$ cat config.mk
export PLATFORM = sky130hd
export DESIGN_NAME = pointer_motion_and_click_tracker
export DESIGN_NICKNAME = d
export VERILOG_FILES = /design/src/sv/pmct_pkg.sv /design/src/sv/pointer_motion_and_click_tracker.sv
export SDC_FILE = /design/constraint.sdc
export NUM_CORES = 2
export LEC_CHECK = 0
export BUFFER_PORTS_ARGS = -buffer_cell sky130_fd_sc_hd__buf_4
export CAP_MARGIN = 20
export CORE_UTILIZATION = 38
export DETAILED_ROUTE_END_ITERATION = 8
export PLACE_DENSITY = 0.61
export SLEW_MARGIN = 20
export SYNTH_ARGS = -nofsm -noshare
export SYNTH_HDL_FRONTEND = slang
export SYNTH_SLANG_ARGS = --single-unit
$ cat constraint.sdc
create_clock -name clk -period 13.35 [get_ports clk]
set_clock_uncertainty 0.15 [all_clocks]
set_input_delay 2.0025 -clock clk [delete_from_list [all_inputs] [get_ports clk]]
set_output_delay 2.0025 -clock clk [all_outputs]
set_load 0.01 [all_outputs]
$ cat src/sv/pmct_pkg.sv
// ----------------------------------------------------------------------------
// pmct_pkg
// Types and constants shared by the pointer motion and click tracker.
// ----------------------------------------------------------------------------
package pmct_pkg;

	localparam int CURSOR_SIZE = 32;

	localparam logic [12:0] SCREEN_W_RST  = 13'd1024;
	localparam logic [12:0] SCREEN_H_RST  = 13'd768;
	localparam logic [15:0] RES_RST       = 16'd1;
	localparam logic [31:0] TICKS_MS_RST  = 32'd1000000;
	localparam logic [15:0] DCLICK_MS_RST = 16'd500;

	localparam logic [12:0] POS_X_RST = SCREEN_W_RST >> 2;
	localparam logic [12:0] POS_Y_RST = SCREEN_H_RST >> 2;

	localparam int DIV_BITS  = 28;
	localparam int DIV_RADIX = 2;
	localparam int DIV_STEPS = DIV_BITS / DIV_RADIX;
	localparam int DEN_BITS  = 23;
	localparam int QUO_BITS  = 22;
	localparam int SCALE     = 100;

	localparam int ADDR_W = 5;

	localparam logic [2:0] REG_SCREEN_W  = 3'd0;
	localparam logic [2:0] REG_SCREEN_H  = 3'd1;
	localparam logic [2:0] REG_RES_X     = 3'd2;
	localparam logic [2:0] REG_RES_Y     = 3'd3;
	localparam logic [2:0] REG_TICKS_MS  = 3'd4;
	localparam logic [2:0] REG_DCLICK_MS = 3'd5;

	localparam logic [1:0] EV_NONE   = 2'd0;
	localparam logic [1:0] EV_LEFT   = 2'd1;
	localparam logic [1:0] EV_RIGHT  = 2'd2;
	localparam logic [1:0] EV_DOUBLE = 2'd3;

	typedef struct packed {
		logic signed [15:0] delta_x;
		logic signed [15:0] delta_y;
		logic               left_down;
		logic               right_down;
		logic [63:0]        timestamp;
	} sample_t;

	typedef struct packed {
		logic [1:0]  click_event;
		logic [12:0] cursor_x;
		logic [12:0] cursor_y;
	} result_t;

	typedef enum logic [2:0] {
		ST_IDLE,
		ST_CLK_MUL,
		ST_CLK_CMP,
		ST_AX_MUL,
		ST_AX_DIV,
		ST_AX_UPD,
		ST_DONE
	} state_t;

endpackage

$ cat src/sv/pointer_motion_and_click_tracker.sv
// ----------------------------------------------------------------------------
// pointer_motion_and_click_tracker
// A new sample item is accepted only in idle, once the previous result is loaded.
// One shared 28-bit divider (2 bits/cycle) is run per axis for each item.
// Reset: registers to defaults, buttons released, cursor at a quarter of the screen.
// ----------------------------------------------------------------------------
module pointer_motion_and_click_tracker #(
	parameter int CURSOR_SIZE = pmct_pkg::CURSOR_SIZE
) (
	input  logic                          clk,
	input  logic                          arst_n,
	input  logic                          psel,
	input  logic                          penable,
	input  logic                          pwrite,
	input  logic [pmct_pkg::ADDR_W-1:0]   paddr,
	input  logic [31:0]                   pwdata,
	output logic [31:0]                   prdata,
	output logic                          pready,
	input  logic                          sample_valid,
	output logic                          sample_stall,
	input  pmct_pkg::sample_t             sample,
	output logic                          result_valid,
	input  logic                          result_stall,
	output pmct_pkg::result_t             result
);

	logic [12:0] screen_w_q;
	logic [12:0] screen_h_q;
	logic [15:0] res_x_q;
	logic [15:0] res_y_q;
	logic [31:0] ticks_ms_q;
	logic [15:0] dclick_ms_q;

	pmct_pkg::state_t state_q, state_d;

	logic        prev_left_q;
	logic        prev_right_q;
	logic [63:0] last_rel_q;
	logic [12:0] pos_x_q;
	logic [12:0] pos_y_q;
	logic        axis_q;
	logic [$clog2(pmct_pkg::DIV_STEPS)-1:0] cnt_q;
	logic        result_valid_q;

	logic signed [15:0] dx_q;
	logic signed [15:0] dy_q;
	logic        rel_left_q;
	logic        rel_right_q;
	logic [63:0] elapsed_q;
	logic [47:0] prod_q;
	logic [1:0]  ev_q;
	logic        neg_q;
	logic [pmct_pkg::DEN_BITS-1:0] den_q;
	logic [pmct_pkg::DEN_BITS-1:0] rem_q;
	logic [pmct_pkg::DIV_BITS-1:0] quo_q;
	pmct_pkg::result_t result_q;

	logic        cfg_we;
	logic [2:0]  cfg_idx;
	logic        accept;
	logic        load_result;

	logic signed [15:0] delta_sel;
	logic [12:0] screen_sel;
	logic [15:0] res_sel;
	logic [15:0] res_eff;
	logic [12:0] pos_sel;
	logic [15:0] delta_mag;
	logic [31:0] mul_a;
	logic [15:0] mul_b;
	logic [47:0] mul_p;

	logic [pmct_pkg::DEN_BITS-1:0] rem_d;
	logic [pmct_pkg::DIV_BITS-1:0] quo_d;
	logic [pmct_pkg::DEN_BITS:0]   trial;

	logic signed [23:0] rel;
	logic signed [23:0] pos_sum;
	logic signed [14:0] lim_raw;
	logic signed [23:0] lim;
	logic [12:0]        pos_new;

	assign pready  = 1'b1;
	assign cfg_idx = paddr[pmct_pkg::ADDR_W-1:2];
	assign cfg_we  = psel & penable & pwrite;

	always_comb begin
		case (cfg_idx)
			pmct_pkg::REG_SCREEN_W:  prdata = {19'd0, screen_w_q};
			pmct_pkg::REG_SCREEN_H:  prdata = {19'd0, screen_h_q};
			pmct_pkg::REG_RES_X:     prdata = {16'd0, res_x_q};
			pmct_pkg::REG_RES_Y:     prdata = {16'd0, res_y_q};
			pmct_pkg::REG_TICKS_MS:  prdata = ticks_ms_q;
			pmct_pkg::REG_DCLICK_MS: prdata = {16'd0, dclick_ms_q};
			default:                 prdata = 32'd0;
		endcase
	end

	always_ff @(posedge clk or negedge arst_n) begin
		if (!arst_n) begin
			screen_w_q  <= pmct_pkg::SCREEN_W_RST;
			screen_h_q  <= pmct_pkg::SCREEN_H_RST;
			res_x_q     <= pmct_pkg::RES_RST;
			res_y_q     <= pmct_pkg::RES_RST;
			ticks_ms_q  <= pmct_pkg::TICKS_MS_RST;
			dclick_ms_q <= pmct_pkg::DCLICK_MS_RST;
		end else if (cfg_we) begin
			case (cfg_idx)
				pmct_pkg::REG_SCREEN_W:  screen_w_q  <= pwdata[12:0];
				pmct_pkg::REG_SCREEN_H:  screen_h_q  <= pwdata[12:0];
				pmct_pkg::REG_RES_X:     res_x_q     <= pwdata[15:0];
				pmct_pkg::REG_RES_Y:     res_y_q     <= pwdata[15:0];
				pmct_pkg::REG_TICKS_MS:  ticks_ms_q  <= pwdata;
				pmct_pkg::REG_DCLICK_MS: dclick_ms_q <= pwdata[15:0];
				default: ;
			endcase
		end
	end

	assign sample_stall = (state_q != pmct_pkg::ST_IDLE);
	assign accept       = sample_valid & ~sample_stall;
	assign load_result  = (state_q == pmct_pkg::ST_DONE) & (~result_valid_q | ~result_stall);
	assign result_valid = result_valid_q;
	assign result       = result_q;

	always_comb begin
		state_d = state_q;
		case (state_q)
			pmct_pkg::ST_IDLE:    if (sample_valid) state_d = pmct_pkg::ST_CLK_MUL;
			pmct_pkg::ST_CLK_MUL: state_d = pmct_pkg::ST_CLK_CMP;
			pmct_pkg::ST_CLK_CMP: state_d = pmct_pkg::ST_AX_MUL;
			pmct_pkg::ST_AX_MUL:  state_d = pmct_pkg::ST_AX_DIV;
			pmct_pkg::ST_AX_DIV: begin
				if (cnt_q == ($bits(cnt_q))'(pmct_pkg::DIV_STEPS - 1))
					state_d = pmct_pkg::ST_AX_UPD;
			end
			pmct_pkg::ST_AX_UPD:  state_d = axis_q ? pmct_pkg::ST_DONE : pmct_pkg::ST_AX_MUL;
			pmct_pkg::ST_DONE:    if (load_result) state_d = pmct_pkg::ST_IDLE;
			default:              state_d = pmct_pkg::ST_IDLE;
		endcase
	end

	always_ff @(posedge clk or negedge arst_n) begin
		if (!arst_n)
			state_q <= pmct_pkg::ST_IDLE;
		else
			state_q <= state_d;
	end

	// shared datapath: one multiplier, one divider step pair, one clamp
	always_comb begin
		delta_sel  = axis_q ? dy_q : dx_q;
		screen_sel = axis_q ? screen_h_q : screen_w_q;
		res_sel    = axis_q ? res_y_q : res_x_q;
		pos_sel    = axis_q ? pos_y_q : pos_x_q;
		res_eff    = (res_sel == 16'd0) ? 16'd1 : res_sel;
		delta_mag  = delta_sel[15] ? 16'(~delta_sel + 16'sd1) : 16'(delta_sel);
		if (state_q == pmct_pkg::ST_CLK_MUL) begin
			mul_a = ticks_ms_q;
			mul_b = dclick_ms_q;
		end else begin
			mul_a = {16'd0, delta_mag};
			mul_b = {3'd0, screen_sel};
		end
		mul_p = mul_a * mul_b;
	end

	always_comb begin
		rem_d = rem_q;
		quo_d = quo_q;
		trial = '0;
		for (int i = 0; i < pmct_pkg::DIV_RADIX; i++) begin
			trial = {rem_d, quo_d[pmct_pkg::DIV_BITS-1]};
			quo_d = {quo_d[pmct_pkg::DIV_BITS-2:0], 1'b0};
			if (trial >= {1'b0, den_q}) begin
				trial    = trial - {1'b0, den_q};
				quo_d[0] = 1'b1;
			end
			rem_d = trial[pmct_pkg::DEN_BITS-1:0];
		end
	end

	always_comb begin
		rel     = {2'b00, quo_q[pmct_pkg::QUO_BITS-1:0]};
		if (neg_q)
			rel = -rel;
		pos_sum = 24'(signed'({11'd0, pos_sel})) + rel;
		lim_raw = signed'({2'b00, screen_sel}) - 15'(CURSOR_SIZE);
		lim     = (lim_raw < 0) ? 24'sd0 : 24'(lim_raw);
		if (pos_sum < 0)
			pos_new = 13'd0;
		else if (pos_sum > lim)
			pos_new = lim[12:0];
		else
			pos_new = pos_sum[12:0];
	end

	always_ff @(posedge clk or negedge arst_n) begin
		if (!arst_n) begin
			prev_left_q    <= 1'b0;
			prev_right_q   <= 1'b0;
			last_rel_q     <= '0;
			pos_x_q        <= pmct_pkg::POS_X_RST;
			pos_y_q        <= pmct_pkg::POS_Y_RST;
			axis_q         <= 1'b0;
			cnt_q          <= '0;
			result_valid_q <= 1'b0;
		end else begin
			if (accept) begin
				prev_left_q  <= sample.left_down;
				prev_right_q <= sample.right_down;
				if (prev_left_q & ~sample.left_down)
					last_rel_q <= sample.timestamp;
				axis_q <= 1'b0;
			end
			if (state_q == pmct_pkg::ST_AX_MUL)
				cnt_q <= '0;
			else if (state_q == pmct_pkg::ST_AX_DIV)
				cnt_q <= cnt_q + 1'b1;
			if (state_q == pmct_pkg::ST_AX_UPD) begin
				if (axis_q)
					pos_y_q <= pos_new;
				else
					pos_x_q <= pos_new;
				axis_q <= 1'b1;
			end
			if (load_result)
				result_valid_q <= 1'b1;
			else if (~result_stall)
				result_valid_q <= 1'b0;
		end
	end

	always_ff @(posedge clk) begin
		if (accept) begin
			dx_q        <= sample.delta_x;
			dy_q        <= sample.delta_y;
			rel_left_q  <= prev_left_q & ~sample.left_down;
			rel_right_q <= prev_right_q & ~sample.right_down;
			elapsed_q   <= sample.timestamp - last_rel_q;
		end
		case (state_q)
			pmct_pkg::ST_CLK_MUL: prod_q <= mul_p;
			pmct_pkg::ST_CLK_CMP: begin
				if (rel_left_q)
					ev_q <= (elapsed_q < {16'd0, prod_q}) ? pmct_pkg::EV_DOUBLE
					                                       : pmct_pkg::EV_LEFT;
				else if (rel_right_q)
					ev_q <= pmct_pkg::EV_RIGHT;
				else
					ev_q <= pmct_pkg::EV_NONE;
			end
			pmct_pkg::ST_AX_MUL: begin
				quo_q <= mul_p[pmct_pkg::DIV_BITS-1:0];
				den_q <= pmct_pkg::DEN_BITS'(res_eff * 7'(pmct_pkg::SCALE));
				rem_q <= '0;
				neg_q <= delta_sel[15];
			end
			pmct_pkg::ST_AX_DIV: begin
				quo_q <= quo_d;
				rem_q <= rem_d;
			end
			default: ;
		endcase
		if (load_result) begin
			result_q.click_event <= ev_q;
			result_q.cursor_x    <= pos_x_q;
			result_q.cursor_y    <= pos_y_q;
		end
	end

`ifndef NO_ASSERTIONS
	a_accept_starts: assert property (@(posedge clk) disable iff (!arst_n)
		accept |=> state_q == pmct_pkg::ST_CLK_MUL)
		else $error("accepted item did not start the sequencer");

	a_result_from_done: assert property (@(posedge clk) disable iff (!arst_n)
		$rose(result_valid) |-> $past(state_q == pmct_pkg::ST_DONE))
		else $error("result appeared outside the done step");

	a_rem_below_den: assert property (@(posedge clk) disable iff (!arst_n)
		state_q == pmct_pkg::ST_AX_DIV |-> rem_q < den_q)
		else $error("divider remainder not below divisor");

	a_busy_stalls: assert property (@(posedge clk) disable iff (!arst_n)
		state_q == pmct_pkg::ST_AX_DIV |-> sample_stall)
		else $error("sample taken while divider busy");
`endif

endmodule

==> impl_metrics.yaml <==
yosys:
  synth_top_area_frac: 0.193
  synth_nets: 5552
  ys_ff_latch: 456
  synthCells: 4623
  synthesis.area_sq_mm: 0.0449
  ys.warnings.count: 0
  ys_types: 86
  async_flop_share: 0.454
  synth_ff_type: "edfxtp_1"
  synth_edf_count: 249
  synth_top_area_cell: "fa_1"
  post_synth.cell_area_avg_sq_um: 9.70
  synth_area_leaders: "fa_1 (19%), edfxtp_1 (17%), dfrtp_1 (10%)"
  ys_seq_area_frac: 0.283
placed_design:
  hpwl_um: 92300
  gp_congestion: 0.881
  io_buffer_count: 201
setup_path:
  critPathMostFrequentCell: "fa_1"
  arrival_ns: 11.05
  r2r_cells: 33
  slowest_delay_ns: 0.73
  cp-start-kind: "flip-flop"
  end_kind: "flip-flop"
  crit_fanout: 30
  required_ns: 13.57
  critPathSlowestCell: "o31ai_1"
  path_class: "reg2reg"
die:
  core_sq_mm: 0.117
  die_h_um: 346
  die_x_um: 346
  rows: 125
  num_io_pins: 205
  die_area_sq_mm: 0.119
  initial_core_util: 0.385
clock_tree:
  cts_buffers: 57
  cts.root.buffer_cell: "clkbuf_16"
  cts_setup_buffers: 0
  clock-sinks: 456
  h-tree-depth: 2
  cts_tree: "built"
  cts_hold_buf: 0
  clock_latency_ns: 0.69
  cts_resized: 0
  cts_buffer_depth: 3
  cts.clk_slew.worst_paths_ns: 0.06
sta:
  min_period_ns: 10.83
  worst_slew_pin_slew_ns: 1.13
  rsz0062_at_grt: "false"
  slew_headroom: 0.245
  clock.fmax_ghz: 0.0923
  hold_violations: 0
  setup_tns_ns: 0
  finalSetupViolCount: 0
  post-route-period-util: 0.811
  slew_violations: 0
detailed_routing:
  wl_per_cell_um: 18.8
  postRouteAntennaNets: 0
  drt_first_pass_iters: 6
  drcViolationCount: 0
  first_iter_violations: 2201
  num_vias: 33200
  drt-total-wl_um: 118000
  vias_per_cell: 5.26
grt:
  antenna_found_initial: 4
  overflow: 0
  grt_pass1_wl_um: 189000
  grt_max_degree: 103
  grt_pass1_vias: 34000
  track_usage: 0.200
cells_and_area:
  drive_above_1_share: 0.124
  antennaDiodeCount: 0
  syn2layout_area_growth_pct: 11.3
  nets: 5660
run:
  maxCapViolations: 0
outcome:
  run_status: "finished, final reports clean"
worst_hold_path:
  hold_class: "reg2reg"
  hold_depth: 0
layout make-up:
class | instances | area, sq um
flip-flops and latches | 456 | 12700
clock buffers | 72 | 1590
clock inverters | 36 | 422
multi-input cells | 3255 | 28800
well taps | 1524 | 1910
repair buffers | 241 | 1840
fillers | 11400 | 66700
inverters | 720 | 2710
placed cells by master (no fill, tap or decap), types with 14 or more instances in the layout:
master | synthesis | final
inv_1 | 719 | 718
o21bai_1 | 28 | 28
nor2b_1 | 45 | 45
fa_1 | 433 | 433
nor3_1 | 34 | 33
dfrtp_1 | 186 | 185
o22ai_1 | 14 | 14
o21ai_1 | 45 | 47
o21ai_0 | 115 | 113
and2_1 | 112 | 112
a21oi_1 | 178 | 177
o21a_1 | 32 | 32
o31ai_1 | 18 | 18
and3_1 | 109 | 108
mux2i_1 | 94 | 94
nor2_1 | 198 | 193
nand4_1 | 35 | 35
buf_4 | 1 | 239
a31oi_1 | 22 | 22
xor2_1 | 71 | 71
nand2_1 | 549 | 547
nand3_1 | 53 | 53
xnor2_1 | 124 | 124
clkbuf_16 | 0 | 59
dfstp_2 | 21 | 21
nand2b_1 | 42 | 42
a211oi_1 | 24 | 24
a21o_1 | 121 | 121
ha_1 | 354 | 354
mux2_2 | 204 | 204
edfxtp_1 | 249 | 249
cell usage after synthesis, types with 11 or more instances:
cell,count
a21oi_1,178
clkbuf_1,178
xor2_1,71
o21ai_1,45
o21ai_0,115
a22o_1,12
a211o_1,11
mux2_2,204
and3_1,109
or3_1,13
nand2_1,549
o22ai_1,14
a31oi_1,22
and2_1,112
nor2b_1,45
edfxtp_1,249
fa_1,433
inv_1,719
nor3_1,34
a21o_1,121
dfstp_2,21
nand4_1,35
a22oi_1,11
buf_1,11
o31ai_1,18
mux2i_1,94
nand3_1,53
dfrtp_1,186
o21bai_1,28
nor2_1,198
ha_1,354
a211oi_1,24
nand2b_1,42
o211ai_1,13
xnor2_1,124
o21a_1,32
layer usage:
| layer | routed length, um | track usage | vias to the layer above |
|---|---|---|---|
| li1 | - | - | 15600 |
| met1 | 51600 | 0.262 | 16600 |
| met2 | 57400 | 0.340 | 788 |
| met3 | 5750 | 0.0258 | 172 |
| met4 | 3560 | 0.0627 | 0 |
| met5 | 0 | 0 | - |
metrics by stage:
| step | util | std cells | cell area [sq um] | setup slack (ns) | hold slack, ns |
|---|---|---|---|---|---|
| after global routing | 0.428 | 6304 | 49900 | 1.92 | 0.292 |
| after CTS | 0.428 | 6303 | 49900 | 2.58 | 0.280 |
| final | 0.428 | 6304 | 49900 | 2.52 | 0.280 |
| after global placement | 0.410 | 6194 | 47900 | 2.74 | 0.251 |
| after floorplan | - | 4623 | 44900 | 3.81 | 0.250 |
| after detailed placement | 0.410 | 6195 | 47900 | 2.68 | 0.266 |
cells by family (layout without fill, tap and decap cells):
kind of cell,after synthesis,after routing,synth area share
muxes,302,302,0.0740
xor gates and xnor gates,195,195,0.0381
buffers and inverters,912,1069,0.0766
and+or+nand+nor,1247,1247,0.132
AOI/OAI and AO/OA,723,723,0.105
DFF,456,456,0.283
other,1,1,0.0000836
adders and majority gates,787,787,0.292
sequential cells by signal, indices dropped and copies added (netlist names), 21 cells and up:
| name | flops |
|---|---|
| result | 28 |
| elapsed_q | 64 |
| ticks_ms_q | 32 |
| rem_q | 23 |
| quo_q | 28 |
| den_q | 21 |
| prod_q | 48 |
| last_rel_q | 64 |
critical path, delay by kind of cell (launching register included):
family                   cells  cell delay, ns
AND/OR/NAND/NOR              8            2.41
AO/OA/AOI/OAI                9            2.19
adder cells (fa/ha/maj)      8            3.69
XOR/XNOR                     2            0.28
buffers and inverters        5            0.44
flip-flops                   1            0.72
multiplexers                 1            0.61
worst paths after layout:
path	from	endpoint	slack (ns)
max reg2reg	axis_q$_DFFE_PN0P_	prod_q[44]$_DFFE_PP_	2.52
min in group asynchronous	arst_n	last_rel_q[52]$_DFFE_PN0P_	1.10
max in group asynchronous	arst_n	axis_q$_DFFE_PN0P_	9.96
min	ev_q[1]$_DFFE_PP_	result[27]$_DFFE_PP_	0.28
max	axis_q$_DFFE_PN0P_	prod_q[44]$_DFFE_PP_	2.52
min reg2reg	ev_q[1]$_DFFE_PP_	result[27]$_DFFE_PP_	0.28
Power is not shown: default switching activity piles up to over one toggle a cycle in this logic, so the estimate is an artifact.
